[src/rtl/cln_pkg.sv]
package cln_pkg;

	localparam int MAX_BYTES = 7;
	localparam int NUM_LOW_DIGITS = 4;

	localparam logic [2:0] OP_INIT   = 3'd0;
	localparam logic [2:0] OP_CMD    = 3'd1;
	localparam logic [2:0] OP_DATA   = 3'd2;
	localparam logic [2:0] OP_CURSOR = 3'd3;
	localparam logic [2:0] OP_NUMBER = 3'd4;

	localparam logic [7:0] CMD_HOME   = 8'h80;
	localparam logic [7:0] CHAR_ZERO  = 8'd48;
	localparam logic [7:0] CHAR_ERROR = 8'h45;
	localparam logic [3:0] MAX_DIGITS = 4'd5;

	// reciprocal of ten, exact for every 16-bit dividend after a shift by 19
	localparam logic [15:0] RECIP_TEN = 16'd52429;
	localparam int RECIP_SHIFT = 19;

	// the raw wake-up nibbles 3,3,3,2 pack into the bytes 0x33 and 0x32
	localparam logic [MAX_BYTES-1:0][7:0] INIT_BYTES = {
		8'h80, 8'h0E, 8'h06, 8'h01, 8'h28, 8'h32, 8'h33
	};

	typedef struct packed {
		logic [2:0]       opcode;
		logic [7:0]       byte_value;
		logic [2:0]       row;
		logic [5:0]       column;
		logic [3:0]       digit_count;
		logic [15:0]      rest;
		logic [NUM_LOW_DIGITS-1:0][3:0] digits;
	} cln_item_t;

	typedef struct packed {
		logic [MAX_BYTES-1:0][7:0] bytes;
		logic [MAX_BYTES-1:0]      rs;
		logic [2:0]                count;
	} cln_entry_t;

	typedef struct packed {
		logic empty;
		logic full;
	} cln_qstat_t;

	function automatic logic [7:0] row_base(input logic [2:0] row);
		logic [7:0] b;
		unique case (row)
			3'd1: b = 8'h80;
			3'd2: b = 8'hC0;
			3'd3: b = 8'h94;
			3'd4: b = 8'hD4;
			default: b = 8'h00;
		endcase
		return b;
	endfunction

	function automatic logic row_ok(input logic [2:0] row);
		return (row >= 3'd1) && (row <= 3'd4);
	endfunction

	// one decimal digit peeled off the bottom per call
	function automatic cln_item_t digit_step(input cln_item_t it);
		cln_item_t  o;
		logic [31:0] prod;
		logic [15:0] quot;
		logic [15:0] diff;
		o    = it;
		prod = 32'(it.rest) * 32'(RECIP_TEN);
		quot = 16'(prod >> RECIP_SHIFT);
		diff = it.rest - ((quot << 3) + (quot << 1));
		o.rest   = quot;
		o.digits = {diff[3:0], it.digits[NUM_LOW_DIGITS-1:1]};
		return o;
	endfunction

	function automatic cln_entry_t build_entry(input cln_item_t it);
		cln_entry_t e;
		logic [7:0] cur;
		logic       pos;
		logic [2:0] k;
		logic [7:0] ch;
		logic [2:0] slot;
		e   = '0;
		cur = 8'(row_base(it.row) + {2'b00, it.column} - 8'd1);
		pos = 1'b0;
		k   = '0;
		ch  = '0;
		slot = '0;
		unique case (it.opcode)
			OP_INIT: begin
				e.bytes = INIT_BYTES;
				e.count = 3'(MAX_BYTES);
			end
			OP_CMD: begin
				e.bytes[0] = it.byte_value;
				e.count    = 3'd1;
			end
			OP_DATA: begin
				e.bytes[0] = it.byte_value;
				e.rs[0]    = 1'b1;
				e.count    = 3'd1;
			end
			OP_CURSOR: begin
				if (row_ok(it.row)) begin
					e.bytes[0] = cur;
					e.count    = 3'd1;
				end
			end
			OP_NUMBER: begin
				if (it.row == 3'd0 || it.column == 6'd0) begin
					e.bytes[0] = CMD_HOME;
					pos = 1'b1;
				end else if (row_ok(it.row)) begin
					e.bytes[0] = cur;
					pos = 1'b1;
				end
				if (it.digit_count > MAX_DIGITS) begin
					e.bytes[pos] = CHAR_ERROR;
					e.rs[pos]    = 1'b1;
					e.count      = 3'(pos) + 3'd1;
				end else begin
					for (int j = 0; j < 5; j++) begin
						if (4'(j) < it.digit_count) begin
							k  = 3'(it.digit_count - 4'd1 - 4'(j));
							ch = (k == 3'd4) ? 8'(it.rest) + CHAR_ZERO
							                 : {4'd0, it.digits[k[1:0]]} + CHAR_ZERO;
							slot = 3'(j) + 3'(pos);
							e.bytes[slot] = ch;
							e.rs[slot]    = 1'b1;
						end
					end
					e.count = 3'(pos) + it.digit_count[2:0];
				end
			end
			default: e.count = 3'd0;
		endcase
		return e;
	endfunction

endpackage

[src/rtl/cln_front.sv]
module cln_front (
	input  logic                clk,
	input  logic                arst_n,
	input  logic                in_valid,
	output logic                in_stall,
	input  logic [2:0]          opcode,
	input  logic [7:0]          byte_value,
	input  logic [2:0]          row,
	input  logic [5:0]          column,
	input  logic [15:0]         number,
	input  logic [3:0]          digit_count,
	input  logic                q_full,
	output logic                push,
	output cln_pkg::cln_entry_t entry
);
	import cln_pkg::*;

	cln_item_t item_s1, item_s2, item_s3, item_s4, item_s5;
	logic      v_s1, v_s2, v_s3, v_s4, v_s5;
	logic      en1, en2, en3, en4, en5, en_out;
	logic      empty_s5;

	assign entry    = build_entry(item_s5);
	assign empty_s5 = (entry.count == 3'd0);

	// requests that send nothing are dropped here
	assign en_out = !v_s5 || empty_s5 || !q_full;
	assign push   = v_s5 && !empty_s5 && !q_full;

	assign en5 = !v_s5 || en_out;
	assign en4 = !v_s4 || en5;
	assign en3 = !v_s3 || en4;
	assign en2 = !v_s2 || en3;
	assign en1 = !v_s1 || en2;
	assign in_stall = !en1;

	always_ff @(posedge clk or negedge arst_n) begin
		if (!arst_n) begin
			v_s1 <= 1'b0;
			v_s2 <= 1'b0;
			v_s3 <= 1'b0;
			v_s4 <= 1'b0;
			v_s5 <= 1'b0;
		end else begin
			if (en1) v_s1 <= in_valid;
			if (en2) v_s2 <= v_s1;
			if (en3) v_s3 <= v_s2;
			if (en4) v_s4 <= v_s3;
			if (en5) v_s5 <= v_s4;
		end
	end

	always_ff @(posedge clk) begin
		if (en1 && in_valid) begin
			item_s1.opcode      <= opcode;
			item_s1.byte_value  <= byte_value;
			item_s1.row         <= row;
			item_s1.column      <= column;
			item_s1.digit_count <= digit_count;
			item_s1.rest        <= number;
			item_s1.digits      <= '0;
		end
		if (en2) item_s2 <= digit_step(item_s1);
		if (en3) item_s3 <= digit_step(item_s2);
		if (en4) item_s4 <= digit_step(item_s3);
		if (en5) item_s5 <= digit_step(item_s4);
	end

endmodule

[src/rtl/cln_queue.sv]
module cln_queue #(
	parameter int DEPTH = 2
) (
	input  logic                clk,
	input  logic                arst_n,
	input  logic                push,
	input  cln_pkg::cln_entry_t wr_entry,
	input  logic                pop,
	output cln_pkg::cln_entry_t head,
	output cln_pkg::cln_qstat_t stat
);
	import cln_pkg::*;

	localparam int PW = (DEPTH > 1) ? $clog2(DEPTH) : 1;
	localparam int CW = $clog2(DEPTH + 1);

	cln_entry_t      slot_q [DEPTH];
	logic [PW-1:0]   wr_ptr_q, rd_ptr_q;
	logic [CW-1:0]   fill_q;

	assign head       = slot_q[rd_ptr_q];
	assign stat.empty = (fill_q == CW'(0));
	assign stat.full  = (fill_q == CW'(DEPTH));

	always_ff @(posedge clk or negedge arst_n) begin
		if (!arst_n) begin
			wr_ptr_q <= '0;
			rd_ptr_q <= '0;
			fill_q   <= '0;
		end else begin
			if (push)
				wr_ptr_q <= (wr_ptr_q == PW'(DEPTH - 1)) ? '0 : wr_ptr_q + PW'(1);
			if (pop)
				rd_ptr_q <= (rd_ptr_q == PW'(DEPTH - 1)) ? '0 : rd_ptr_q + PW'(1);
			if (push && !pop)
				fill_q <= fill_q + CW'(1);
			else if (pop && !push)
				fill_q <= fill_q - CW'(1);
		end
	end

	always_ff @(posedge clk) begin
		if (push) slot_q[wr_ptr_q] <= wr_entry;
	end

endmodule

[src/rtl/cln_back.sv]
module cln_back (
	input  logic                clk,
	input  logic                arst_n,
	input  cln_pkg::cln_entry_t head,
	input  cln_pkg::cln_qstat_t stat,
	output logic                pop,
	output logic                out_valid,
	input  logic                out_stall,
	output logic                reg_select,
	output logic [3:0]          nibble,
	output logic                last
);
	import cln_pkg::*;

	logic [3:0] idx_q;
	logic       adv;
	logic       take;
	logic       final_nib;
	logic [7:0] cur_byte;
	logic [2:0] bsel;

	assign adv       = !out_valid || !out_stall;
	assign take      = adv && !stat.empty;
	assign bsel      = idx_q[3:1];
	assign cur_byte  = head.bytes[bsel];
	assign final_nib = (idx_q == ({head.count, 1'b0} - 4'd1));
	assign pop       = take && final_nib;

	always_ff @(posedge clk or negedge arst_n) begin
		if (!arst_n) begin
			out_valid <= 1'b0;
			idx_q     <= '0;
		end else if (adv) begin
			out_valid <= !stat.empty;
			if (take)
				idx_q <= final_nib ? 4'd0 : idx_q + 4'd1;
		end
	end

	// high nibble on even index
	always_ff @(posedge clk) begin
		if (take) begin
			reg_select <= head.rs[bsel];
			nibble     <= idx_q[0] ? cur_byte[3:0] : cur_byte[7:4];
			last       <= final_nib;
		end
	end

endmodule

[src/rtl/char_lcd_nibble_writer.sv]
// channel   | handshake              | payload
// ----------+------------------------+-------------------------------------------------
// request   | in_valid / in_stall    | opcode, byte_value, row, column, number,
//           |                        | digit_count
// transfer  | out_valid / out_stall  | reg_select, nibble, last
//
// a request sends two nibbles per byte, so up to 14 nibbles (init),
// all through the single nibble output register
// the front has one capture stage and four divide-by-ten stages
// requests are taken every cycle while the transaction queue has room
// reset clears only valid bits, pointers, the fill count and the nibble index
// out_stall holds the output register; in_stall rises once the front pipe backs up
module char_lcd_nibble_writer #(
	parameter int QUEUE_DEPTH = 2
) (
	input  logic        clk,
	input  logic        arst_n,
	input  logic        in_valid,
	output logic        in_stall,
	input  logic [2:0]  opcode,
	input  logic [7:0]  byte_value,
	input  logic [2:0]  row,
	input  logic [5:0]  column,
	input  logic [15:0] number,
	input  logic [3:0]  digit_count,
	output logic        out_valid,
	input  logic        out_stall,
	output logic        reg_select,
	output logic [3:0]  nibble,
	output logic        last
);
	import cln_pkg::*;

	cln_entry_t wr_entry;
	cln_entry_t head;
	cln_qstat_t stat;
	logic       push;
	logic       pop;

	// front: captures the request, peels decimal digits, packs a byte list
	cln_front u_front (
		.clk        (clk),
		.arst_n     (arst_n),
		.in_valid   (in_valid),
		.in_stall   (in_stall),
		.opcode     (opcode),
		.byte_value (byte_value),
		.row        (row),
		.column     (column),
		.number     (number),
		.digit_count(digit_count),
		.q_full     (stat.full),
		.push       (push),
		.entry      (wr_entry)
	);

	// short queue of byte lists between the two halves
	cln_queue #(
		.DEPTH(QUEUE_DEPTH)
	) u_queue (
		.clk     (clk),
		.arst_n  (arst_n),
		.push    (push),
		.wr_entry(wr_entry),
		.pop     (pop),
		.head    (head),
		.stat    (stat)
	);

	// back: walks the head byte list one nibble per cycle unless out_stall holds it, high nibble first
	cln_back u_back (
		.clk       (clk),
		.arst_n    (arst_n),
		.head      (head),
		.stat      (stat),
		.pop       (pop),
		.out_valid (out_valid),
		.out_stall (out_stall),
		.reg_select(reg_select),
		.nibble    (nibble),
		.last      (last)
	);

	// the back never retires a list the queue does not hold
	a_pop_nonempty: assert property (@(posedge clk) disable iff (!arst_n)
		pop |-> !stat.empty)
		else $error("pop from empty queue");

	// the front never overruns the queue
	a_push_nonfull: assert property (@(posedge clk) disable iff (!arst_n)
		push |-> !stat.full)
		else $error("push into full queue");

	// empty requests are dropped before the queue
	a_push_nonzero: assert property (@(posedge clk) disable iff (!arst_n)
		push |-> (wr_entry.count != 3'd0))
		else $error("empty byte list queued");

	// retiring a list from a queue with room cannot leave it full next cycle
	a_last_pops: assert property (@(posedge clk) disable iff (!arst_n)
		(pop && !stat.full) |=> !stat.full)
		else $error("queue filled while retiring a list");

endmodule
[config.mk]
export PLATFORM = sky130hd
export DESIGN_NAME = char_lcd_nibble_writer
export DESIGN_NICKNAME = d
export VERILOG_FILES = /design/src/rtl/cln_pkg.sv /design/src/rtl/cln_front.sv /design/src/rtl/cln_queue.sv /design/src/rtl/cln_back.sv /design/src/rtl/char_lcd_nibble_writer.sv
export SDC_FILE = /design/constraint.sdc
export NUM_CORES = 1
export LEC_CHECK = 0
export BUFFER_PORTS_ARGS = -buffer_cell sky130_fd_sc_hd__buf_4
export CAP_MARGIN = 20
export CORE_MARGIN = 5
export CORE_UTILIZATION = 35
export DETAILED_ROUTE_END_ITERATION = 10
export GPL_ROUTABILITY_DRIVEN = 0
export PLACE_DENSITY = 0.52
export SLEW_MARGIN = 20
export SYNTH_ARGS = -nofsm -noshare
export SYNTH_HDL_FRONTEND = slang
export SYNTH_SLANG_ARGS = --single-unit
[constraint.sdc]
create_clock -name clk -period 6.3 [get_ports clk]
set_clock_uncertainty 0.15 [all_clocks]
set_input_delay 0.315 -clock clk [delete_from_list [all_inputs] [get_ports clk]]
set_output_delay 0.315 -clock clk [all_outputs]
set_load 0.005 [all_outputs]
==> flow_metrics.py <==
metrics = {
    "run_status": {
        "outcome": "complete, no violations",
    },
    "timing": {
        "period_minus_slack_ps": 6010,
        "period_share": 0.954,
        "fmax_mhz": 166,
        "drv_slew": 0,
        "rsz0062_at_grt": "false",
        "hold_violations": 0,
        "fin_setup_tns_ps": 0,
        "slew_headroom": 0.314,
        "setup_viol": 0,
        "worst_pin_slew_ps": 1030,
    },
    "floorplanning": {
        "num_rows": 94,
        "floorplan.die_area_um2": 72100,
        "dieWidth_um": 269,
        "io_pins": 52,
        "fp.dieH_um": 269,
        "start_util": 0.355,
        "core-area_um2": 66000,
    },
    "worst_setup_path": {
        "timing.rr.start": "u_front.item_s1[23]$_DFFE_PP_",
        "cp-startpoint": "u_front.item_s1[23]$_DFFE_PP_",
        "criticalPathCategory": "register to register",
        "critPathCaptureType": "register",
        "path_cells": "ha_4 > inv_1 > fa_1 > inv_1 > fa_1 > fa_1 > fa_1 > inv_1 > fa_1 > inv_1 > ha_4 > and4_4 > and4_4 > nand3_2 > a31oi_4 > nor2_1 > ha_1 > xnor2_2 > xnor2_1 > xnor2_1",
        "cp_common_cell": "fa_1",
        "slowest_stage": "fa_1",
        "worst_r2r_endpoint": "u_front.item_s2[15]$_DFFE_PP_",
        "reg2reg_slack_ps": 290,
        "cp.required_ps": 6460,
        "cp_max_fo": 5,
        "cp_slowest_stage_delay_ps": 570,
        "reg2reg_depth": 20,
        "critical_path.startpoint_type": "register",
        "arrival_ps": 6170,
    },
    "global_routing": {
        "grt_pass1_vias": 14500,
        "grt_overflow": 0,
        "antenna_found_initial": 1,
        "grt_max_degree": 46,
        "grt_pass1_wl_um": 75100,
        "groute.usage.overall": 0.129,
    },
    "layout": {
        "multi_input_area_um2": 12300,
        "nNetsFinal": 2561,
        "insertedDiodeCount": 0,
        "drive_gt1_frac": 0.0990,
        "design_area_um2": 26600,
        "final_cell_count_no_fill": 2885,
        "area.growth.synth_to_final_pct": 13.7,
        "final.fill_count": 6228,
        "ff_latch_area_um2": 9540,
        "final_core_utilization": 0.403,
    },
    "logic_synthesis": {
        "ys.flop_type": "edfxtp_1",
        "yosysWarnings": 0,
        "ys_ff_latch": 320,
        "synth_edf_count": 306,
        "syn_nets": 2437,
        "yosys.area.top_type": "edfxtp_1",
        "async_reset_ff_frac": 0.0438,
        "seq_area_frac_synth": 0.408,
        "syn_inst": 1867,
        "ys_top_cells_by_area": "edfxtp_1 39%, ha_1 19%, fa_1 14%",
        "syn_avg_cell_area_um2": 12.5,
        "syn-cell-area_um2": 23400,
        "synth_top_cell_area_share": 0.393,
        "netlist-cell-type-count": 83,
    },
    "route": {
        "vias": 13500,
        "viasPerCell": 4.69,
        "first_pass_iters": 5,
        "drtIter0Drc": 557,
        "post_drt_wl_per_cell_um": 15.9,
        "ant_nets": 0,
        "wirelength_um": 45800,
        "drcViolationCount": 0,
    },
    "hold_path": {
        "hold_start": "u_front.item_s4[36]$_DFFE_PP_",
        "holdCritPathClass": "register to register",
        "hold_end": "u_front.item_s5[36]$_DFFE_PP_",
        "holdPathStages": 0,
    },
    "clocking": {
        "clock_latency_ps": 570,
        "clk_pin_slew_ps": 60,
        "htree_levels": 2,
        "cts_tree": "done",
        "cts_sinks": 320,
        "cts_inserted_buffers": 38,
        "clockBufferDepth": 3,
        "cts_root_buffer": "clkbuf_16",
    },
    "flow_run": {
        "maxCapViolCount": 0,
    },
    "place": {
        "dp.cells": 2766,
        "port_buffers": 51,
        "placed_area_um2": 24800,
        "hpwlAfterDp_um": 36800,
    },
}
cell usage in the layout (no fill, tap or decap), types with 4 or more instances in the layout:
cell type / instances
o21ai_0: 44
and3_1: 7
dlygate4sd3_1: 44
a31oi_1: 12
dfrtp_1: 14
o2111ai_1: 4
a22oi_1: 5
inv_1: 396
mux2_2: 9
clkinv_2: 5
nor3_1: 18
o21a_1: 6
a21oi_1: 53
nand2b_1: 14
fa_1: 169
o221ai_1: 5
buf_4: 67
clkinv_1: 14
and2_1: 6
nand3_1: 16
a21o_1: 17
nand4_1: 7
a211oi_1: 5
mux2i_1: 33
xnor2_1: 46
or2_2: 4
clkbuf_16: 38
mux4_2: 29
edfxtp_1: 306
nor2b_1: 9
nor2_1: 71
ha_1: 354
xor2_1: 27
nand2_1: 61
nor4_1: 6
clkbuf_1: 7
cells in the mapped netlist (all sizes together) (3+ instances only):
cell type / n
inv: 397
ha: 357
edfxtp: 306
fa: 169
nor2: 71
nand2: 62
a21oi: 54
xnor2: 47
o21ai: 46
mux2i: 33
mux4: 29
xor2: 27
nor3: 20
a21o: 19
nand3: 19
clkbuf: 18
dfrtp: 14
nand2b: 14
a31oi: 13
buf: 9
mux2: 9
nor2b: 9
a211oi: 8
and2: 8
and3: 8
nand4: 8
nor4: 7
a22oi: 6
o21a: 6
or2: 6
o211ai: 5
o221ai: 5
clkinv: 4
o2111ai: 4
o21bai: 4
a2111oi: 3
and4: 3
nand3b: 3
o22a: 3
o22ai: 3
o311ai: 3
state kept, by name, indices dropped and copies added (netlist names), 2 cells and up:
| signal | flops |
|---|---|
| u_queue.slot_q | 90 |
| u_front.item_s5 | 44 |
| u_front.item_s4 | 43 |
| u_front.item_s3 | 42 |
| u_front.item_s2 | 41 |
| u_front.item_s1 | 40 |
| u_back.idx_q | 4 |
| u_back.nibble | 4 |
| u_queue.fill_q | 2 |
timing repair:
item / 4_1_cts / 5_1_grt
setup buffers: 0 / 5
setup endpoints to repair: 0 / 5
resized for setup: 0 / 5
hold endpoints to repair: 56 / 0
hold buffers: 44 / 0
critical path: cells and delay by family, from the launching register on:
family                     cells  cell delay (ps)
adders and majority gates      8             3440
and+or+nand+nor                4              700
DFF                            1              510
xor gates and xnor gates       3              430
AOI/OAI and AO/OA              1              270
buffers and inverters          4              250
worst max-delay path by stage:
stage                                           to  slack, ps  cells after the start
CTS                  u_front.item_s2[28]$_DFFE_PP_        220                     19
detailed placement   u_front.item_s2[28]$_DFFE_PP_        230                     19
finish               u_front.item_s2[15]$_DFFE_PP_        290                     20
global route         u_front.item_s2[15]$_DFFE_PP_         50                     20
global placement     u_front.item_s2[28]$_DFFE_PP_        300                     19
floorplan           u_queue.slot_q[0][0]$_DFFE_PP_        350                     14
per-stage QoR:
| step | worst slack, ps | hold slack [ps] |
|---|---|---|
| finish | 288 | 253 |
| global route | 45.1 | 265 |
| CTS | 217 | 252 |
| detailed placement | 230 | 34.3 |
| global placement | 300 | 27.9 |
| floorplan | 349 | -131 |
final cells by class:
type                            count  area share
Multi-Input combinational cell   1119       0.463
Clock buffer                       45      0.0367
Clock inverter                     25     0.00922
Timing Repair Buffer              111      0.0355
Tap cell                          864      0.0407
Inverter                          401      0.0566
Sequential cell                   320       0.359
per-layer routing:
metal	global-route usage	routed length, um	vias to the layer above
met5	0	0	-
met4	0.0320	951	0
met3	0.0252	1920	68
met2	0.219	22200	196
met1	0.172	20800	6602
li1	-	-	6669
kinds of logic (layout without fill, tap and decap cells):
group / count (synthesis) / after routing / synth area share
adder cells (fa/ha/maj): 526 / 526 / 0.336
buffers and inverters: 428 / 582 / 0.0695
flip-flops: 320 / 320 / 0.408
AND/OR/NAND/NOR: 244 / 244 / 0.0516
AO/OA/AOI/OAI: 203 / 203 / 0.0605
XOR/XNOR: 75 / 75 / 0.0287
multiplexers: 71 / 71 / 0.0464
Power is not shown: default switching activity piles up to over one toggle a cycle in this logic, so the estimate is an artifact.
